### src/rtl/odm_pkg.sv
package odm_pkg;

	localparam int DIST_W     = 13;
	localparam int SPD_W      = 16;
	localparam int VEL_W      = 18;
	localparam int CFG_IDX_W  = 3;
	localparam int CFG_DATA_W = 15;

	localparam int MUL_A_W = 19;
	localparam int MUL_B_W = 23;
	localparam int MUL_P_W = MUL_A_W + MUL_B_W;

	// register indexes
	localparam logic [CFG_IDX_W-1:0] REG_CRUISE = 3'd0;
	localparam logic [CFG_IDX_W-1:0] REG_MIN    = 3'd1;
	localparam logic [CFG_IDX_W-1:0] REG_SENS   = 3'd2;
	localparam logic [CFG_IDX_W-1:0] REG_GAIN   = 3'd3;

	localparam logic [14:0] CRUISE_RST = 15'd12288;
	localparam logic [14:0] MIN_RST    = 15'd410;
	localparam logic [12:0] SENS_RST   = 13'd819;
	localparam logic [14:0] GAIN_RST   = 15'd12288;

	// reciprocals scaled by 2^24, exact for the operand ranges used here
	localparam logic signed [MUL_B_W-1:0] RECIP_25 = 23'sd671089;
	localparam logic signed [MUL_B_W-1:0] RECIP_35 = 23'sd479350;
	localparam logic signed [MUL_B_W-1:0] RECIP_5  = 23'sd3355444;

	typedef struct packed {
		logic [14:0] cruise;
		logic [14:0] min_spd;
		logic [12:0] sens;
		logic [14:0] gain;
	} cfg_regs_t;

	typedef struct packed {
		logic        ld;
		logic [14:0] val;
	} cruise_ld_t;

endpackage

### src/rtl/odm_mul.sv
module odm_mul import odm_pkg::*; (
	input  logic                       clk,
	input  logic signed [MUL_A_W-1:0] a,
	input  logic signed [MUL_B_W-1:0] b,
	output logic signed [MUL_P_W-1:0] p_q
);

	always_ff @(posedge clk) begin
		p_q <= MUL_P_W'(a) * MUL_P_W'(b);
	end

endmodule

### src/rtl/odm_cfg.sv
module odm_cfg import odm_pkg::*; (
	input  logic                  clk,
	input  logic                  arst_n,
	input  logic                  cfg_valid,
	input  logic [CFG_IDX_W-1:0]  cfg_index,
	input  logic [CFG_DATA_W-1:0] cfg_data,
	output cfg_regs_t             regs,
	output cruise_ld_t            cruise_ld
);

	cfg_regs_t regs_q;

	always_ff @(posedge clk or negedge arst_n) begin
		if (!arst_n) begin
			regs_q.cruise  <= CRUISE_RST;
			regs_q.min_spd <= MIN_RST;
			regs_q.sens    <= SENS_RST;
			regs_q.gain    <= GAIN_RST;
		end else if (cfg_valid) begin
			unique case (cfg_index)
				REG_CRUISE: regs_q.cruise  <= cfg_data;
				REG_MIN:    regs_q.min_spd <= cfg_data;
				REG_SENS:   regs_q.sens    <= cfg_data[12:0];
				REG_GAIN:   regs_q.gain    <= cfg_data;
				default:    ;
			endcase
		end
	end

	assign regs          = regs_q;
	assign cruise_ld.ld  = cfg_valid && (cfg_index == REG_CRUISE);
	assign cruise_ld.val = cfg_data;

endmodule

### src/rtl/odm_core.sv
module odm_core import odm_pkg::*; (
	input  logic                     clk,
	input  logic                     arst_n,
	input  cfg_regs_t                cfg,
	input  cruise_ld_t               cruise_ld,
	input  logic                     in_valid,
	output logic                     in_ready,
	input  logic [DIST_W-1:0]        front_left_dist,
	input  logic [DIST_W-1:0]        front_center_dist,
	input  logic [DIST_W-1:0]        front_right_dist,
	input  logic [DIST_W-1:0]        rear_left_dist,
	input  logic [DIST_W-1:0]        rear_center_dist,
	input  logic [DIST_W-1:0]        rear_right_dist,
	input  logic [DIST_W-1:0]        side_left_dist,
	input  logic [DIST_W-1:0]        side_right_dist,
	output logic                     out_valid,
	input  logic                     out_ready,
	output logic signed [SPD_W-1:0] left_speed,
	output logic signed [SPD_W-1:0] right_speed,
	output logic signed [VEL_W-1:0] left_motor_vel,
	output logic signed [VEL_W-1:0] right_motor_vel,
	output logic                     front_sense_on,
	output logic                     rear_sense_on
);

	localparam logic [3:0] S_IDLE  = 4'd0;
	localparam logic [3:0] S_CLR   = 4'd1;
	localparam logic [3:0] S_ANGL  = 4'd2;
	localparam logic [3:0] S_A     = 4'd3;
	localparam logic [3:0] S_ANGR  = 4'd4;
	localparam logic [3:0] S_B     = 4'd5;
	localparam logic [3:0] S_SIDEL = 4'd6;
	localparam logic [3:0] S_SIDER = 4'd7;
	localparam logic [3:0] S_ML    = 4'd8;
	localparam logic [3:0] S_MR    = 4'd9;
	localparam logic [3:0] S_GL    = 4'd10;
	localparam logic [3:0] S_GR    = 4'd11;
	localparam logic [3:0] S_DONE  = 4'd12;

	function automatic logic signed [SPD_W-1:0] sat16(input logic signed [19:0] v);
		if (v > 20'sd32767)
			return 16'sh7fff;
		else if (v < -20'sd32768)
			return 16'sh8000;
		else
			return v[15:0];
	endfunction

	function automatic logic signed [VEL_W-1:0] sat18(input logic signed [19:0] v);
		if (v > 20'sd131071)
			return 18'sh1ffff;
		else if (v < -20'sd131072)
			return 18'sh20000;
		else
			return v[17:0];
	endfunction

	logic [3:0]              state_q;
	logic                    ph_q;
	logic [DIST_W-1:0]       dl_q, dc_q, dr_q, sl_q, sr_q;
	logic                    back_q, rev_q, fresh_q;
	logic signed [15:0]      wanted_q, prev_l_q, prev_r_q;
	logic signed [13:0]      clr_q;
	logic [12:0]             ang_q, a_q, b_q, sdl_q, sdr_q;
	logic signed [15:0]      nl_q, nr_q;
	logic signed [17:0]      mvl_q, mvr_q;
	logic                    out_valid_q;
	logic signed [15:0]      ls_q, rs_q;
	logic signed [17:0]      lmv_q, rmv_q;
	logic                    fs_q, rsn_q;

	logic                    accept;
	logic signed [17:0]      sum18, thr18;
	logic                    go_fwd, go_back;
	logic signed [15:0]      wanted_neg;

	logic [12:0]             mn;
	logic [9:0]              u;
	logic [16:0]             x_clr;
	logic [12:0]             d_ang, d_sd;
	logic [10:0]             s_ang;
	logic [17:0]             x_ang;
	logic [7:0]              c_sd;
	logic [14:0]             x_sd;
	logic signed [13:0]      sd;
	logic signed [16:0]      clr17, a17, b17, sd17, m_l, m_r;
	logic signed [16:0]      nr_neg;

	logic signed [MUL_A_W-1:0] mul_a;
	logic signed [MUL_B_W-1:0] mul_b;
	logic signed [MUL_P_W-1:0] p_q;

	logic signed [20:0]      pw;
	logic signed [21:0]      spd_sum;
	logic signed [15:0]      spd_new;
	logic signed [17:0]      vel_new;

	odm_mul u_mul (
		.clk (clk),
		.a   (mul_a),
		.b   (mul_b),
		.p_q (p_q)
	);

	assign in_ready = (state_q == S_IDLE);
	assign accept   = in_valid && in_ready;

	// direction decision from the previous speeds
	assign sum18   = 18'(prev_l_q) + 18'(prev_r_q);
	assign thr18   = $signed({2'b00, cfg.min_spd, 1'b0});
	assign go_fwd  = fresh_q || (sum18 > thr18);
	assign go_back = !fresh_q && (sum18 < -thr18);
	assign wanted_neg = (wanted_q == 16'sh8000) ? 16'sh7fff : -wanted_q;

	// clearance operand: (min(m,920)*128 + 15), quotient by 25 minus 615
	always_comb begin
		mn = dl_q;
		if (dc_q < mn)
			mn = dc_q;
		if (dr_q < mn)
			mn = dr_q;
	end
	assign u     = (mn > 13'd920) ? 10'd920 : mn[9:0];
	assign x_clr = {u, 7'b0} + 17'd15;

	assign d_ang = (state_q == S_ANGL) ? dl_q : dr_q;
	assign s_ang = (d_ang < 13'd1120) ? 11'(13'd1120 - d_ang) : 11'd0;
	assign x_ang = {s_ang, 7'b0};

	assign d_sd = (state_q == S_SIDEL) ? sl_q : sr_q;
	assign c_sd = (d_sd > 13'd160) ? 8'd160 : d_sd[7:0];
	assign x_sd = {c_sd, 7'b0};

	assign sd    = $signed({1'b0, sdl_q}) - $signed({1'b0, sdr_q});
	assign clr17 = 17'(clr_q);
	assign a17   = $signed({4'b0, a_q});
	assign b17   = $signed({4'b0, b_q});
	assign sd17  = back_q ? -17'(sd) : 17'(sd);
	assign m_l   = clr17 + a17 - b17 + sd17;
	assign m_r   = clr17 - a17 + b17 - sd17;
	assign nr_neg = -(17'(nr_q));

	always_comb begin
		unique case (state_q)
			S_CLR: begin
				mul_a = $signed({2'b0, x_clr});
				mul_b = RECIP_25;
			end
			S_ANGL, S_ANGR: begin
				mul_a = $signed({1'b0, x_ang});
				mul_b = RECIP_35;
			end
			S_A, S_B: begin
				mul_a = $signed({6'b0, ang_q});
				mul_b = $signed({10'b0, cfg.sens});
			end
			S_SIDEL, S_SIDER: begin
				mul_a = $signed({4'b0, x_sd});
				mul_b = RECIP_5;
			end
			S_ML: begin
				mul_a = 19'(m_l);
				mul_b = 23'(wanted_q);
			end
			S_MR: begin
				mul_a = 19'(m_r);
				mul_b = 23'(wanted_q);
			end
			S_GL: begin
				mul_a = 19'(nl_q);
				mul_b = $signed({8'b0, cfg.gain});
			end
			S_GR: begin
				mul_a = 19'(nr_neg);
				mul_b = $signed({8'b0, cfg.gain});
			end
			default: begin
				mul_a = '0;
				mul_b = '0;
			end
		endcase
	end

	// speed = sat16(floor((prev + floor(wanted*m/4096)) / 4))
	assign pw      = p_q[32:12];
	assign spd_sum = 22'((state_q == S_ML) ? prev_l_q : prev_r_q) + 22'(pw);
	assign spd_new = sat16(spd_sum[21:2]);
	assign vel_new = sat18(p_q[31:12]);

	always_ff @(posedge clk) begin
		if (accept) begin
			if (go_back) begin
				dl_q <= rear_left_dist;
				dc_q <= rear_center_dist;
				dr_q <= rear_right_dist;
			end else begin
				dl_q <= front_left_dist;
				dc_q <= front_center_dist;
				dr_q <= front_right_dist;
			end
			sl_q <= side_left_dist;
			sr_q <= side_right_dist;
		end
		if (ph_q) begin
			unique case (state_q)
				S_CLR:   clr_q <= $signed({1'b0, p_q[36:24]}) - 14'sd615;
				S_ANGL:  ang_q <= p_q[36:24];
				S_A:     a_q   <= p_q[24:12];
				S_ANGR:  ang_q <= p_q[36:24];
				S_B:     b_q   <= p_q[24:12];
				S_SIDEL: sdl_q <= p_q[36:24];
				S_SIDER: sdr_q <= p_q[36:24];
				S_GL:    mvl_q <= vel_new;
				S_GR:    mvr_q <= vel_new;
				default: ;
			endcase
		end
		if (state_q == S_DONE && (!out_valid_q || out_ready)) begin
			ls_q  <= nl_q;
			rs_q  <= nr_q;
			lmv_q <= mvl_q;
			rmv_q <= mvr_q;
			fs_q  <= !back_q || rev_q;
			rsn_q <= back_q || rev_q;
		end
	end

	always_ff @(posedge clk or negedge arst_n) begin
		if (!arst_n) begin
			state_q     <= S_IDLE;
			ph_q        <= 1'b0;
			back_q      <= 1'b0;
			rev_q       <= 1'b0;
			fresh_q     <= 1'b1;
			wanted_q    <= $signed({1'b0, CRUISE_RST});
			prev_l_q    <= '0;
			prev_r_q    <= '0;
			nl_q        <= '0;
			nr_q        <= '0;
			out_valid_q <= 1'b0;
		end else begin
			if (state_q == S_DONE && (!out_valid_q || out_ready))
				out_valid_q <= 1'b1;
			else if (out_valid_q && out_ready)
				out_valid_q <= 1'b0;
			if (cruise_ld.ld && fresh_q)
				wanted_q <= $signed({1'b0, cruise_ld.val});
			unique case (state_q)
				S_IDLE: begin
					if (accept) begin
						back_q <= go_back;
						rev_q  <= !(go_fwd || go_back);
						ph_q   <= 1'b0;
						if (go_fwd || go_back) begin
							state_q <= S_CLR;
						end else begin
							wanted_q <= wanted_neg;
							nl_q     <= wanted_neg;
							nr_q     <= wanted_neg;
							state_q  <= S_GL;
						end
					end
				end
				S_DONE: begin
					if (!out_valid_q || out_ready) begin
						prev_l_q    <= nl_q;
						prev_r_q    <= nr_q;
						fresh_q     <= 1'b0;
						state_q     <= S_IDLE;
					end
				end
				default: begin
					// issue on phase 0, write back on phase 1
					ph_q <= !ph_q;
					if (ph_q) begin
						if (state_q == S_ML)
							nl_q <= spd_new;
						if (state_q == S_MR)
							nr_q <= spd_new;
						state_q <= (state_q == S_GR) ? S_DONE : state_q + 4'd1;
					end
				end
			endcase
		end
	end

	assign out_valid       = out_valid_q;
	assign left_speed      = ls_q;
	assign right_speed     = rs_q;
	assign left_motor_vel  = lmv_q;
	assign right_motor_vel = rmv_q;
	assign front_sense_on  = fs_q;
	assign rear_sense_on   = rsn_q;

endmodule

### src/rtl/obstacle_avoid_drive_mixer.sv
// Obstacle avoiding drive mixer. One item is one control tick of eight distance
// readings; it yields one item of wheel speeds, motor velocities and sensor
// enables. All products go through a single shared 19x23 multiplier, each
// taking an issue step and a write-back step: a forward or backward mix
// runs eleven multiplies, a direction reversal runs two. in_ready is high
// only while no tick is in work; a finished result waits in the output
// register, and the next tick can be accepted meanwhile. Configuration writes
// are taken in every cycle.
module obstacle_avoid_drive_mixer import odm_pkg::*; (
	input  logic                     clk,
	input  logic                     arst_n,
	input  logic                     cfg_valid,
	output logic                     cfg_ready,
	input  logic [CFG_IDX_W-1:0]     cfg_index,
	input  logic [CFG_DATA_W-1:0]    cfg_data,
	input  logic                     in_valid,
	output logic                     in_ready,
	input  logic [DIST_W-1:0]        front_left_dist,
	input  logic [DIST_W-1:0]        front_center_dist,
	input  logic [DIST_W-1:0]        front_right_dist,
	input  logic [DIST_W-1:0]        rear_left_dist,
	input  logic [DIST_W-1:0]        rear_center_dist,
	input  logic [DIST_W-1:0]        rear_right_dist,
	input  logic [DIST_W-1:0]        side_left_dist,
	input  logic [DIST_W-1:0]        side_right_dist,
	output logic                     out_valid,
	input  logic                     out_ready,
	output logic signed [SPD_W-1:0] left_speed,
	output logic signed [SPD_W-1:0] right_speed,
	output logic signed [VEL_W-1:0] left_motor_vel,
	output logic signed [VEL_W-1:0] right_motor_vel,
	output logic                     front_sense_on,
	output logic                     rear_sense_on
);

	cfg_regs_t  regs;
	cruise_ld_t cruise_ld;

	assign cfg_ready = 1'b1;

	odm_cfg u_cfg (
		.clk       (clk),
		.arst_n    (arst_n),
		.cfg_valid (cfg_valid),
		.cfg_index (cfg_index),
		.cfg_data  (cfg_data),
		.regs      (regs),
		.cruise_ld (cruise_ld)
	);

	odm_core u_core (
		.clk               (clk),
		.arst_n            (arst_n),
		.cfg               (regs),
		.cruise_ld         (cruise_ld),
		.in_valid          (in_valid),
		.in_ready          (in_ready),
		.front_left_dist   (front_left_dist),
		.front_center_dist (front_center_dist),
		.front_right_dist  (front_right_dist),
		.rear_left_dist    (rear_left_dist),
		.rear_center_dist  (rear_center_dist),
		.rear_right_dist   (rear_right_dist),
		.side_left_dist    (side_left_dist),
		.side_right_dist   (side_right_dist),
		.out_valid         (out_valid),
		.out_ready         (out_ready),
		.left_speed        (left_speed),
		.right_speed       (right_speed),
		.left_motor_vel    (left_motor_vel),
		.right_motor_vel   (right_motor_vel),
		.front_sense_on    (front_sense_on),
		.rear_sense_on     (rear_sense_on)
	);

endmodule

### config.mk
export PLATFORM = sky130hd
export DESIGN_NAME = obstacle_avoid_drive_mixer
export DESIGN_NICKNAME = d
export VERILOG_FILES = /design/src/rtl/odm_pkg.sv /design/src/rtl/odm_mul.sv /design/src/rtl/odm_cfg.sv /design/src/rtl/odm_core.sv /design/src/rtl/obstacle_avoid_drive_mixer.sv
export SDC_FILE = /design/constraint.sdc
export NUM_CORES = 2
export LEC_CHECK = 0
export BUFFER_PORTS_ARGS = -buffer_cell sky130_fd_sc_hd__buf_2
export CORE_ASPECT_RATIO = 1.1
export CORE_MARGIN = 8
export CORE_UTILIZATION = 60
export CTS_CLUSTER_DIAMETER = 30
export DETAILED_ROUTE_END_ITERATION = 10
export GPL_TIMING_DRIVEN = 0
export PLACE_DENSITY = 0.78
export SETUP_SLACK_MARGIN = 0.2
export SLEW_MARGIN = 5
export SYNTH_ARGS = -nofsm -noshare
export SYNTH_HDL_FRONTEND = slang
export SYNTH_SLANG_ARGS = --single-unit
### constraint.sdc
create_clock -name clk -period 16.8 [get_ports clk]
set_input_delay 2.52 -clock clk [delete_from_list [all_inputs] [get_ports clk]]
set_output_delay 2.52 -clock clk [all_outputs]
set_load 0.03 [all_outputs]
* Word-level counts from Yosys, hierarchy flattened *
Index checks and enable logic that the tools add are counted.

word-level totals
  input port bits = 127
  register bits = 419
  output and inout port bits = 73
  logic and storage cells = 169

operators by class
  $lt $le $gt $ge = 11
  equality and inequality tests = 19
  multiplexer cells = 41
  add/sub/neg operators = 17
  bitwise logic cells = 1
  reduce and logical (&&, ||, !) cells = 45
  multipliers = 1

operator list
  operator               count
  $mux 16                13
  $pmux 19 s8            1
  $pmux 23 s6            1
  $mux 13                7
  $pmux 16 s2            2
  $mul 19x23->37         1
  $mux 18                2
  $reduce_and 2->1       14
  $lt 13x13->1           2
  $add 22x21->22         1
  $mux 22                1
  $eq 4x4->1 const B     5
  $gt 20x16->1 const B   1
  $gt 20x18->1 const B   1
  $lt 20x16->1 const B   1
  $lt 20x18->1 const B   1
  $mux 4                 5
  $gt 18x17->1           1
  $lt 18x18->1           1
  $neg 16->18            1
  $add 16x16->17         1
  $add 17x14->17         1
  $add 17x17->17         1
  $add 17x4->17 const B  1
  39 further kinds       69

* Depth between registers and ports, before layout *
  word-level depth = 9
  gate-level depth with buffers = 53
  mapped depth without buffers = 52

* Cells and area by module *
Synthesis repeated with hierarchy kept, for this count alone.

unflattened totals
  cell total of the unflattened synthesis = 4029
  area total of the unflattened synthesis = 41447.3 um^2

by module, submodules not included
  module                      area each (um^2)  seq. area each (um^2)  instances  cells each
  odm_core                    22303.9           9738.1                 1          2091
  odm_mul                     16791.1           840.8                  1          1796
  odm_cfg                     2341.0            1470.2                 1          140
  obstacle_avoid_drive_mixer  11.3              0.0                    1          2

* Least setup slack after synthesis *
OpenSTA, ideal clock, no wires.

  path type = reg2reg
  start = register u_core.sdr_q[0]
  end = register u_core.u_mul.p_q[36]
  data arrival time = 11.527 ns
  slack = 5.152 ns
  setup time = 0.121 ns
  cell stages (with the launch flop) = 50
  required time = 16.679 ns
  cell sequence = edfxtp_1 -> ha_1 -> fa_1 -> nor2b_1 -> o211ai_1 -> a21oi_1 -> nand2_1 -> o32a_1 -> o21ai_0 -> xnor2_1 -> inv_1 -> fa_1 -> inv_1 -> ha_1 -> a21o_1 -> a21o_1 -> a21o_1 -> o21ai_0 -> [14 not listed] -> fa_1 -> fa_1 -> inv_1 -> fa_1 -> inv_1 -> ha_1 -> a21oi_1 -> nor2b_1 -> o21ai_0 -> nand2b_1 -> a21oi_1 -> o211ai_1 -> a31oi_1 -> o21ai_1 -> a221oi_1 -> o21ai_0 -> xnor2_1 -> xnor2_1

between the ends
  cells in the longest elaborated chain, start to end = 6
  elaborated cells between the ends (all ways) = 7

ends and longest elaborated chain
  item                                              line                              source
  start, declared                                   odm_core.sv:64                    logic [12:0] ang_q, a_q, b_q, sdl_q, sdr_q;
  start signal, assigned                            odm_core.sv:212                   S_SIDER: sdr_q <= p_q[36:24];
  $sub 13x13->14 *                                  odm_core.sv:134                   assign sd = $signed({1'b0, sdl_q}) - $signed({1'b0, sdr_q});
  $neg 14->17                                       odm_core.sv:138                   assign sd17 = back_q ? -17'(sd) : 17'(sd);
  $mux 17 *                                         odm_core.sv:138
  $sub 17x17->17 or $add 17x17->17 (tied branches)  odm_core.sv:140, odm_core.sv:139
  $pmux 19 s8 *                                     odm_core.sv:144                   unique case (state_q)
  $mul 19x23->37 *                                  odm_mul.sv:9                      p_q <= MUL_P_W'(a) * MUL_P_W'(b);
  end signal, assigned                              odm_mul.sv:9
  end, declared                                     odm_mul.sv:5                      output logic signed [MUL_P_W-1:0] p_q

Every way passes the cells marked *; elsewhere a longest branch is shown, timed or not.
A chain may end at the register's enable or synchronous reset.

* Worst setup path after layout *
Ends and elaborated chain as after synthesis.

==> flow_summary.yaml <==
detailed_routing:
  vias: 30800
  ant_nets: 0
  totalWireLength_mm: 120
  routedWlPerCell_um: 23.6
  first_pass_iters: 7
  drc: 0
  vias_per_cell: 6.05
  drt_first_iter_violations: 3277
cells_and_area:
  layout_commonest_cell: "inv_1"
  fin_util: 0.689
  final_cell_mix: "606 x inv_1, 445 x nand2_1, 423 x fa_1"
  nFillCells: 4673
  layout-drive-gt1-share: 0.129
  final_cells: 5093
  area_delta_synth_final_pct: 14.2
  final_nets: 5008
sta:
  tightest_slew_ps: 1460
  setup_viol: 0
  post-route-period-util: 0.869
  setup_slack_ps: 2200
  final_hold_viol_count: 0
  slew_violations: 0
  period_needed_ps: 14600
  max_freq_mhz: 68.5
  slew_headroom: 0.0147
  clock_skew_ps: 70.9
  fin_setup_tns_ps: 0
  rsz0062_at_grt: "false"
yosys:
  ys_types: 87
  yosysSeqAreaShare: 0.296
  ys_async_sr_fraction: 0.324
  synth_flop_cell: "edfxtp_1"
  syn-mean-instance-area_sq_um: 9.88
  yosysWarnings: 0
  synth_area_sq_um: 38300
  synth_edf_count: 250
  ys_ff_latch: 407
  synthCells: 3875
  syn_nets: 4710
critical_path:
  required_ps: 17300
  crit_slowest_cell: "fa_1"
  crit_arrival_ps: 15100
  worstSetupEndpointType: "flop"
  r2r_cells: 48
  reg2reg_to: "u_core.u_mul.p_q[36]"
  rr_startpoint: "u_core.sdr_q[0]"
  max_stage_delay_ps: 580
  critPathLaunch: "u_core.sdr_q[0]"
  worstPathMaxFanout: 9
  crit_top_cell: "fa_1"
  cp-start-kind: "flop"
  rrSetupSlack_ps: 2200
  criticalPathCategory: "flop to flop"
grt:
  grt_usage: 0.334
  grt.overflow.total: 0
  grt_pass1_vias: 31700
  antenna_found_initial: 2
  grt_pass1_wl_mm: 184
  grt_start_max_net_pins: 89
clocking:
  cts_setup_buffers: 0
  clk_root_buffer_cell: "clkbuf_16"
  clk_latency_ps: 660
  cts.reportedPaths.clkPinSlew_ps: 50
  cts_hold_buf: 0
  clock-sinks: 407
  cts_made_buffers: 90
  cts_tree: "built"
  cts_resized: 0
  cts_max_level: 3
  cts_max_path_buffers: 3
worst_hold_path:
  hp-start: "u_core.mvr_q[12]"
  holdPathStages: 0
  hold_path_class: "flop to flop"
  holdPathEnd: "u_core.right_motor_vel[12]"
status:
  violations: "max-capacitance violations"
  outcome: "finished with violations"
place:
  dp_hpwl_mm: 94.3
  numPortBuffers: 198
  dp_cells: 4922
  place.gp.congestion: 1.02
  place_ws_ps: 2470
floorplan:
  coreArea_sq_um: 63500
  die-area_sq_um: 72200
  rows: 97
  die_x_um: 257
  ios: 200
  die_h_um: 281
  start_util: 0.603
flow_run:
  maxCapViolCount: 1
-- sequential cells by signal, indices dropped and copies added, names as in the netlist, 14 cells and up --
| register | count |
|---|---|
| u_core.nr_q | 16 |
| u_core.clr_q | 14 |
| u_core.prev_l_q | 16 |
| u_core.left_speed | 16 |
| u_cfg.regs | 43 |
| u_core.right_speed | 16 |
| u_core.mvr_q | 18 |
| u_core.u_mul.p_q | 25 |
| u_core.prev_r_q | 16 |
| u_core.right_motor_vel | 18 |
| u_core.mvl_q | 18 |
| u_core.wanted_q | 16 |
| u_core.left_motor_vel | 18 |
| u_core.nl_q | 16 |
-- synthesized netlist by cell type (all sizes together) (8+ instances only) --
| cell type | count | area, sq um |
|---|---|---|
| inv | 607 | 2280 |
| nand2 | 445 | 1670 |
| fa | 423 | 8470 |
| ha | 285 | 3570 |
| nor2 | 279 | 1050 |
| edfxtp | 250 | 7510 |
| a21oi | 182 | 933 |
| mux2 | 133 | 1500 |
| o21ai | 124 | 624 |
| xnor2 | 124 | 1090 |
| clkbuf | 120 | 450 |
| dfrtp | 116 | 2900 |
| nand3 | 57 | 285 |
| xor2 | 54 | 473 |
| nand2b | 51 | 319 |
| nor3 | 47 | 235 |
| and2 | 43 | 269 |
| a21o | 39 | 293 |
| a31oi | 38 | 238 |
| nor2b | 35 | 219 |
| a211oi | 30 | 225 |
| dfxtp | 25 | 500 |
| o21a | 25 | 188 |
| nor4 | 20 | 125 |
| o211ai | 20 | 150 |
| o22ai | 20 | 125 |
| o21bai | 19 | 143 |
| dfstp | 16 | 420 |
| buf | 15 | 80.1 |
| or3 | 15 | 93.8 |
| a222oi | 14 | 140 |
| and3 | 14 | 87.6 |
| nand4 | 14 | 87.6 |
| or2 | 12 | 75.1 |
| a221oi | 11 | 96.3 |
| a211o | 9 | 78.8 |
| a22oi | 9 | 67.6 |
| mux2i | 9 | 90.1 |
| nor3b | 9 | 67.6 |
| o31ai | 9 | 67.6 |
| or4 | 9 | 67.6 |
| a31o | 8 | 70.1 |
-- worst max-delay path: cells and delay by family (launching register included) --
kind            cells  cell delay [ps]
compound gates     15             4590
buf+inv             6              570
xor+xnor            5             1630
simple gates       10             1760
fa+ha+maj          12             5570
flops               1              360
-- final cells by class --
| class | count | area, sq um | share of cell area |
|---|---|---|---|
| timing repair buffer | 206 | 1110 | 0.0254 |
| sequential | 407 | 11300 | 0.259 |
| tap | 841 | 1050 | 0.0241 |
| clock buffer | 108 | 2400 | 0.0549 |
| multi-input combinational | 2726 | 24200 | 0.553 |
| antenna | 1 | 2.50 | 0.0000572 |
| inverter | 607 | 2280 | 0.0521 |
| clock inverter | 62 | 841 | 0.0192 |
| buffer | 135 | 534 | 0.0122 |
-- routing by layer --
layer	wire [um]	vias to the layer above	track usage	part of all wire
met2	55800	1840	0.545	0.46
met1	43700	15000	0.409	0.36
li1	-	13500	-	-
met4	7500	0	0.176	0.062
met3	13200	479	0.0834	0.11
met5	0	-	0	0
-- per-stage QoR --
step	hold slack [ps]	instance area [sq um]
floorplan	400	38300
finish	413	43700
CTS	412	43700
global route	419	43700
detailed placement	405	40500
global placement	401	40300
-- cells by family after synthesis --
logic type      count (synthesis)  share of synthesized area
other cells                     1                  0.0000979
xor+xnor                      180                     0.0419
simple gates                 1072                      0.127
flops                         407                      0.296
fa+ha+maj                     708                      0.314
buf+inv                       742                     0.0733
compound gates                623                      0.106
mux                           142                     0.0415
-- worst max path at each step --
stage / to / slack, ps / cells after the start
floorplan: u_core.u_mul.p_q[36] / 5150 / 49
global placement: u_core.u_mul.p_q[36] / 2600 / 47
CTS: u_core.u_mul.p_q[36] / 2330 / 48
global route: u_core.u_mul.p_q[36] / 1560 / 47
finish: u_core.u_mul.p_q[36] / 2200 / 48
detailed placement: u_core.u_mul.p_q[36] / 2470 / 47
Power is not shown: default switching activity piles up to over one toggle a cycle in this logic, so the estimate is an artifact.
